==> src/rtl/core/mrbq_pkg.sv <==
// Package for the multi-reader broadcast queue.
// Holds command/result word types, action and status codes, FSM states.
// No dependencies.
package mrbq_pkg;

  localparam int DATA_W = 32;
  localparam int PEER_W = 3;
  localparam int FILL_W = 5;

  typedef enum logic [1:0] {
    ACT_PUBLISH     = 2'd0,
    ACT_READ        = 2'd1,
    ACT_SUBSCRIBE   = 2'd2,
    ACT_UNSUBSCRIBE = 2'd3
  } action_e;

  typedef enum logic [2:0] {
    STATUS_OK      = 3'd0,
    STATUS_EMPTY   = 3'd1,
    STATUS_FULL    = 3'd2,
    STATUS_NOT_SUB = 3'd3,
    STATUS_ALREADY = 3'd4
  } status_e;

  typedef enum logic [1:0] {
    S_IDLE = 2'd0,
    S_EXEC = 2'd1,
    S_TRIM = 2'd2
  } state_e;

  typedef struct packed {
    action_e             action;
    logic [PEER_W-1:0]   peer;
    logic [DATA_W-1:0]   data_in;
  } cmd_t;

  typedef struct packed {
    logic [DATA_W-1:0]   data_out;
    logic                has_data;
    status_e             status;
    logic                is_subscribed;
    logic                any_subscribers;
    logic [FILL_W-1:0]   fill_level;
  } res_t;

endpackage

==> src/rtl/core/multi_reader_broadcast_queue.sv <==
// Each accepted word runs the execute state; read and unsubscribe, unless the peer is
// not subscribed, also run the trim state before the result strobes. Words are handled
// one at a time: busy is high in the execute and trim states, and a new word is taken only once it drops.
// Reset (async, active low) empties the ring and drops all subscriptions; message
// memory is not cleared. Results cannot be stalled: each is valid for one cycle.
module multi_reader_broadcast_queue #(
  parameter int DEPTH      = 16,
  parameter int WORD_WIDTH = 32,
  parameter int PEERS      = 8
) (
  input  logic              clk_i,
  input  logic              rst_ni,
  input  logic              start,
  output logic              busy,
  input  mrbq_pkg::cmd_t    cmd_i,
  output logic              res_valid_o,
  output mrbq_pkg::res_t    res_o
);

  // Pointers count modulo 2*DEPTH so full and empty stay distinct.
  localparam int PTR_W  = $clog2(2 * DEPTH);
  localparam int AW     = $clog2(DEPTH);
  localparam int PW     = (PEERS > 1) ? $clog2(PEERS) : 1;
  localparam int LV     = $clog2(PEERS);
  localparam int LEAVES = 1 << LV;
  localparam logic [PTR_W:0]   SPAN_X  = (PTR_W + 1)'(2 * DEPTH);
  localparam logic [PTR_W-1:0] SPAN_M1 = PTR_W'(2 * DEPTH - 1);
  localparam logic [PTR_W-1:0] DEPTH_P = PTR_W'(DEPTH);

  function automatic logic [PTR_W-1:0] ptr_inc(input logic [PTR_W-1:0] p);
    return (p == SPAN_M1) ? '0 : PTR_W'(p + 1'b1);
  endfunction

  function automatic logic [PTR_W-1:0] ptr_dist(input logic [PTR_W-1:0] to_p,
                                                input logic [PTR_W-1:0] from_p);
    logic [PTR_W:0] diff;
    if (to_p >= from_p) diff = {1'b0, to_p} - {1'b0, from_p};
    else                diff = {1'b0, to_p} + SPAN_X - {1'b0, from_p};
    return diff[PTR_W-1:0];
  endfunction

  function automatic logic [AW-1:0] ptr_idx(input logic [PTR_W-1:0] p);
    logic [PTR_W-1:0] w;
    w = (p >= DEPTH_P) ? PTR_W'(p - DEPTH_P) : p;
    return w[AW-1:0];
  endfunction

  // ---------------------------------------------------------------------------
  // State
  // ---------------------------------------------------------------------------
  mrbq_pkg::state_e state_q, state_d;
  logic [PTR_W-1:0] old_q, old_d;                 // oldest retained entry
  logic [PTR_W-1:0] app_q, app_d;                 // next append slot
  logic [PTR_W-1:0] rp_q [PEERS];                 // per-subscriber read position
  logic [PTR_W-1:0] rp_d [PEERS];
  logic [PEERS-1:0] sub_q, sub_d;                 // subscribed slots
  logic             res_valid_q, res_valid_d;

  mrbq_pkg::cmd_t   cmd_q;                        // command under execution
  mrbq_pkg::res_t   res_q, res_d;

  // Message store: single write port, registered read.
  logic [WORD_WIDTH-1:0] mem_q [DEPTH];
  logic [WORD_WIDTH-1:0] rdata_q;
  logic                  mem_we;
  logic [AW-1:0]         mem_waddr;
  logic [AW-1:0]         mem_raddr;
  logic                  accept;

  // ---------------------------------------------------------------------------
  // Peer decode for the incoming command (memory read issue) and the held one
  // ---------------------------------------------------------------------------
  logic [PW-1:0]    in_pidx, ex_pidx;
  logic             in_ok, ex_ok;
  logic [PTR_W-1:0] in_rp, ex_rp;
  logic [PTR_W-1:0] fill_cur;

  assign accept  = start && (state_q == mrbq_pkg::S_IDLE);
  assign busy    = (state_q != mrbq_pkg::S_IDLE);

  assign in_pidx = PW'(cmd_i.peer);
  assign ex_pidx = PW'(cmd_q.peer);
  assign in_ok   = int'(cmd_i.peer) < PEERS;
  assign ex_ok   = int'(cmd_q.peer) < PEERS;
  assign in_rp   = in_ok ? rp_q[in_pidx] : '0;
  assign ex_rp   = ex_ok ? rp_q[ex_pidx] : '0;

  assign mem_raddr = ptr_idx(in_rp);
  assign mem_waddr = ptr_idx(app_q);
  assign fill_cur  = ptr_dist(app_q, old_q);

  // ---------------------------------------------------------------------------
  // Trim: minimum distance from the oldest pointer over subscribed read
  // positions, as a balanced compare tree. Unsubscribed leaves hold the span.
  // ---------------------------------------------------------------------------
  logic [PTR_W:0] tree [LV+1][LEAVES];
  logic [PTR_W:0] best;
  logic [PTR_W+1:0] old_sum;
  logic [PTR_W-1:0] old_trim;

  always_comb begin
    for (int l = 0; l <= LV; l++) begin
      for (int i = 0; i < LEAVES; i++) begin
        tree[l][i] = SPAN_X;
      end
    end
    for (int k = 0; k < PEERS; k++) begin
      if (sub_q[k]) tree[0][k] = {1'b0, ptr_dist(rp_q[k], old_q)};
    end
    for (int l = 0; l < LV; l++) begin
      for (int i = 0; i < (LEAVES >> (l + 1)); i++) begin
        tree[l+1][i] = (tree[l][2*i] <= tree[l][2*i+1]) ? tree[l][2*i] : tree[l][2*i+1];
      end
    end
  end

  assign best     = tree[LV][0];
  assign old_sum  = {2'b00, old_q} + {1'b0, best};
  assign old_trim = (old_sum >= {1'b0, SPAN_X}) ? PTR_W'(old_sum - {1'b0, SPAN_X})
                                                : old_sum[PTR_W-1:0];

  // ---------------------------------------------------------------------------
  // Next state and datapath
  // ---------------------------------------------------------------------------
  always_comb begin
    logic trim_req;
    state_d     = state_q;
    old_d       = old_q;
    app_d       = app_q;
    rp_d        = rp_q;
    sub_d       = sub_q;
    res_d       = res_q;
    res_valid_d = 1'b0;
    mem_we      = 1'b0;
    trim_req    = 1'b0;

    case (state_q)
      mrbq_pkg::S_IDLE: begin
        if (start) state_d = mrbq_pkg::S_EXEC;
      end

      mrbq_pkg::S_EXEC: begin
        res_d.data_out = '0;
        res_d.has_data = 1'b0;
        res_d.status   = mrbq_pkg::STATUS_OK;
        case (cmd_q.action)
          mrbq_pkg::ACT_PUBLISH: begin
            // Drop the word when the ring is full.
            if (fill_cur >= DEPTH_P) begin
              res_d.status = mrbq_pkg::STATUS_FULL;
            end else begin
              mem_we = 1'b1;
              app_d  = ptr_inc(app_q);
            end
          end
          mrbq_pkg::ACT_READ: begin
            if (!(ex_ok && sub_q[ex_pidx])) begin
              res_d.status = mrbq_pkg::STATUS_NOT_SUB;
            end else if (ex_rp == app_q) begin
              res_d.status = mrbq_pkg::STATUS_EMPTY;
              trim_req     = 1'b1;
            end else begin
              res_d.data_out   = mrbq_pkg::DATA_W'(rdata_q);
              res_d.has_data   = 1'b1;
              rp_d[ex_pidx]    = ptr_inc(ex_rp);
              trim_req         = 1'b1;
            end
          end
          mrbq_pkg::ACT_SUBSCRIBE: begin
            if (!ex_ok) begin
              res_d.status = mrbq_pkg::STATUS_NOT_SUB;
            end else if (sub_q[ex_pidx]) begin
              res_d.status = mrbq_pkg::STATUS_ALREADY;
            end else begin
              sub_d[ex_pidx] = 1'b1;
              rp_d[ex_pidx]  = old_q;
            end
          end
          mrbq_pkg::ACT_UNSUBSCRIBE: begin
            if (!(ex_ok && sub_q[ex_pidx])) begin
              res_d.status = mrbq_pkg::STATUS_NOT_SUB;
            end else begin
              sub_d[ex_pidx] = 1'b0;
              trim_req       = 1'b1;
            end
          end
          default: begin
            res_d.status = mrbq_pkg::STATUS_NOT_SUB;
          end
        endcase

        if (trim_req) begin
          state_d = mrbq_pkg::S_TRIM;
        end else begin
          res_d.is_subscribed   = ex_ok && sub_d[ex_pidx];
          res_d.any_subscribers = |sub_d;
          res_d.fill_level      = mrbq_pkg::FILL_W'(ptr_dist(app_d, old_q));
          res_valid_d           = 1'b1;
          state_d               = mrbq_pkg::S_IDLE;
        end
      end

      mrbq_pkg::S_TRIM: begin
        // Advance the oldest pointer to the slowest subscriber, if any remain.
        if (|sub_q) old_d = old_trim;
        res_d.is_subscribed   = ex_ok && sub_q[ex_pidx];
        res_d.any_subscribers = |sub_q;
        res_d.fill_level      = mrbq_pkg::FILL_W'(ptr_dist(app_q, old_d));
        res_valid_d           = 1'b1;
        state_d               = mrbq_pkg::S_IDLE;
      end

      default: begin
        state_d = mrbq_pkg::S_IDLE;
      end
    endcase
  end

  // ---------------------------------------------------------------------------
  // Registers
  // ---------------------------------------------------------------------------
  always_ff @(posedge clk_i or negedge rst_ni) begin
    if (!rst_ni) begin
      state_q     <= mrbq_pkg::S_IDLE;
      old_q       <= '0;
      app_q       <= '0;
      rp_q        <= '{default: '0};
      sub_q       <= '0;
      res_valid_q <= 1'b0;
    end else begin
      state_q     <= state_d;
      old_q       <= old_d;
      app_q       <= app_d;
      rp_q        <= rp_d;
      sub_q       <= sub_d;
      res_valid_q <= res_valid_d;
    end
  end

  // Hold the command for the execute cycle; hold the result word.
  always_ff @(posedge clk_i) begin
    if (accept) cmd_q <= cmd_i;
    res_q <= res_d;
  end

  // Message memory. The write of a publish lands before any later read is
  // issued, since a new word is only taken once busy drops.
  always_ff @(posedge clk_i) begin
    if (mem_we) mem_q[mem_waddr] <= WORD_WIDTH'(cmd_q.data_in);
    if (accept) rdata_q <= mem_q[mem_raddr];
  end

  assign res_valid_o = res_valid_q;
  assign res_o       = res_q;

`ifndef NO_ASSERTIONS
  a_accept_busy: assert property (@(posedge clk_i) disable iff (!rst_ni)
    (start && !busy) |=> busy)
    else $error("accepted word did not make the block busy");

  a_strobe_gap: assert property (@(posedge clk_i) disable iff (!rst_ni)
    res_valid_o |=> !res_valid_o)
    else $error("result strobes in consecutive cycles");

  a_data_ok: assert property (@(posedge clk_i) disable iff (!rst_ni)
    (res_valid_o && res_o.has_data) |-> (res_o.status == mrbq_pkg::STATUS_OK))
    else $error("read data reported with non-ok status");

  a_fill_bound: assert property (@(posedge clk_i) disable iff (!rst_ni)
    (state_q == mrbq_pkg::S_IDLE) |-> (fill_cur <= DEPTH_P))
    else $error("ring fill exceeds depth");

  a_sub_any: assert property (@(posedge clk_i) disable iff (!rst_ni)
    (res_valid_o && res_o.is_subscribed) |-> res_o.any_subscribers)
    else $error("subscribed peer reported with no subscribers");
`endif

endmodule

==> config.mk <==
export PLATFORM = sky130hd
export DESIGN_NAME = multi_reader_broadcast_queue
export DESIGN_NICKNAME = d
export VERILOG_FILES = /design/src/rtl/core/mrbq_pkg.sv /design/src/rtl/core/multi_reader_broadcast_queue.sv
export SDC_FILE = /design/constraint.sdc
export NUM_CORES = 1
export LEC_CHECK = 0
export ABC_AREA = 0
export BUFFER_PORTS_ARGS = -buffer_cell sky130_fd_sc_hd__buf_2
export CAP_MARGIN = 20
export CORE_UTILIZATION = 57
export CTS_CLUSTER_DIAMETER = 200
export DETAILED_ROUTE_END_ITERATION = 10
export GPL_TIMING_DRIVEN = 0
export PLACE_DENSITY = 0.79
export SETUP_SLACK_MARGIN = 0.05
export SKIP_CTS_REPAIR_TIMING = 1
export SYNTH_ARGS = -nofsm -noshare
export SYNTH_HDL_FRONTEND = slang
export SYNTH_SLANG_ARGS = --single-unit
export TNS_END_PERCENT = 100
==> constraint.sdc <==
create_clock -name clk_i -period 7.6 [get_ports clk_i]
set_input_delay 1.52 -clock clk_i [delete_from_list [all_inputs] [get_ports clk_i]]
set_output_delay 1.52 -clock clk_i [all_outputs]
set_load 0.1 [all_outputs]
==> metrics.md <==
| Metric | Value |
|---|---|
| Critical path's largest stage delay | `460 ps` |
| Row count | `85` |
| Setup CP Type | `register to register` |
| Clock Latency Late Sink | `600 ps` |
| Core outline area | `53,900 µm²` |
| Clock sink count | `685` |
| Hold Crit Class | `register to register` |
| Worst setup EP type | `register` |
| First-pass GRT wire length | `116,000 µm` |
| Total grt overflow | `0` |
| Final Cycle Share | `109%` |
| Die area | `55,500 µm²` |
| Synth Cell Area | `31,100 µm²` |
| CP max stage cell | `dfrtp_2` |
| Worst-case clock buffer depth | `3` |
| Flop2flop setup slack | `-700 ps` |
| Post-synthesis cell count | `2,124` |
| Final hold vios | `0` |
| Placed cell count | `2,923` |
| Fraction of registers with async set/reset | `8.91%` |
| Pin count of the biggest net entering global routing | `62` |
| TritonRoute pass-1 iters | `5` |
| Max Fclk | `120 MHz` |
| Post-route minimum period | `8300 ps` |
| RSZ-0062 raised after global routing | `yes` |
| Gr usage total | `28.0%` |
| Most Frequent Cell on Critical Path | `a21o_1` |
| Ant. Diodes | `0` |
| Drt wl/cell | `25.3 µm` |
| Final instance count without filler cells | `3,096` |
| Status | `finished with violations` |
| Flops & latches, synth | `685` |
| Most frequent cells in the layout | `edfxtp_1 (624), nand2_1 (195), mux2i_1 (155)` |
| CTS tree | `yes` |
| Post-synth EDFFs | `624` |
| Number of global-route vias before repair | `19,200` |
| Syn Nets | `2,287` |
| Final setup viols | `4` |
| Area growth syn-to-layout | `15.7%` |
| Failing checks | `negative setup slack` |
| Most common cell after layout, fill and taps aside | `edfxtp_1` |
| Share of cells above drive strength 1 | `19.4%` |
| Pre-CTS setup slack | `-1720 ps` |
| Critical path required time | `7940 ps` |
| Synth area leader | `edfxtp_1` |
| Starting density of the core | `57.7%` |
| Worst hold slack | `516 ps` |
| Yosys warns | `0` |
| Arrival @ worst endpoint | `8650 ps` |
| Synth top area cells | `edfxtp_1 (60%), mux2i_1 (5.3%), dfrtp_1 (4.9%), ha_1 (4.5%), mux4_2 (3.3%)` |
| Starting DRC count in detailed routing | `2,080` |
| CP Launch Type | `register` |
| Slew Viols, Final | `0` |
| Max_cap viols | `0` |
| Via count | `19,600` |
| Die height | `236 µm` |
| Dpl hpwl | `51,900 µm` |
| Fin Clk Skew | `16.6 ps` |
| Synth top area share | `60.2%` |
| Port Buffer Count | `84` |
| CTS Root Cell | `clkbuf_16` |
| IO Pins | `85` |
| Post-route ant nets | `0` |
| Seq/Total Area, Yosys | `65.1%` |
| Final GP Congestion | `0.948` |
| Slew headroom | `27.2%` |
| Post-route DRC violation count | `0` |
| Synthesized area per cell | `14.6 µm²` |
| # nets final | `2,512` |
| Clock buffer count from CTS | `69` |
| Reg clk slew, reported paths | `60 ps` |
| Slew @ Worst Pin | `1090 ps` |
| Antenna violations before repair | `0` |
| Top FF cell, synth | `edfxtp_1` |
| Crit Path Max Fanout | `17` |
| H-tree Lvls | `3` |
| DR vias/cell | `6.32` |
| Final worst slack | `-704 ps` |
| Setup TNS | `-1300 ps` |
| Routed WL | `78,300 µm` |
| Die outline width | `236 µm` |
| Distinct cell type count after synthesis | `69` |
-- path summary, 6_finish.rpt --
| kind | startpoint | endpoint | cells after the start |
|---|---|---|---|
| setup / recovery | old_q[1] | res_o[4] | 37 |
| hold / removal | rdata_q[6] | res_o[17] | 1 |
| setup reg to reg | old_q[1] | res_o[4] | 37 |
| hold reg to reg | rdata_q[6] | res_o[17] | 1 |
| max in group asynchronous | rst_ni | old_q[0] | 1 |
| min in group asynchronous | rst_ni | sub_q[1] | 1 |
-- synth_stat cells, types with 8 or more instances --
library cell,n
a211oi_1,97
a21o_1,28
a21oi_1,88
a311oi_1,32
a31oi_1,35
and2_1,113
buf_2,21
clkbuf_1,84
dfrtp_1,61
edfxtp_1,624
fa_1,11
ha_1,112
inv_1,71
mux2_2,48
mux2i_1,164
mux4_2,45
nand2_1,196
nand2b_1,27
nand3_1,18
nand3b_1,9
nor2_1,36
nor2b_1,12
nor3_1,8
o21a_1,8
o21ai_0,42
o31ai_1,8
xnor2_1,22
xor2_1,10
-- critical path: cells and delay by family, from the launching register on --
family	cells	cell delay [ps]
compound gates	17	3130
xor+xnor	1	140
fa+ha+maj	7	2090
buf+inv	5	690
flops	1	460
mux	3	980
simple gates	4	570
-- area by class of cell --
type / count / area [µm²]
inverters: 71 / 278
clock inverters: 43 / 462
repair buffers: 153 / 1290
flip-flops and latches: 685 / 20300
plain buffers: 114 / 469
well taps: 696 / 871
clock buffers: 79 / 1830
multi-input cells: 1255 / 10500
fillers: 3549 / 17900
-- sequential cells by signal, summed over array words and instances, names as in the netlist, 5 cells and up --
name     count
old_q        5
app_q        5
sub_q        8
rdata_q     32
res_o       43
mem_q      512
rp_q        40
cmd_q       34
-- logic make-up after synthesis --
logic type               Yosys count  synth area share, %
AND/OR/NAND/NOR                  460                 7.59
flip-flops                       685                 65.1
multiplexers                     262                 10.5
AO/OA/AOI/OAI                    377                 8.27
buffers and inverters            185                 2.37
adder cells (fa/ha/maj)          123                 5.21
XOR/XNOR                          32                0.901
-- through the flow --
stage | area, µm² | util, %
3_3_place_gp | 32500 | 60.3
5_1_grt | 36000 | 66.8
2_1_floorplan | 31200 | -
4_1_cts | 35300 | 65.5
3_5_place_dp | 33000 | 61.2
6_report | 36000 | 66.8
-- layer usage --
metal / track usage [%] / wire length, µm
met1: 38.7 / 31000
met2: 45.1 / 37100
met3: 5.43 / 7650
met4: 8.62 / 2610
met5: 0 / 0
Power is left out: the tool's default activity adds up to more than one toggle a clock period on the data nets, which glitch-free logic cannot reach.
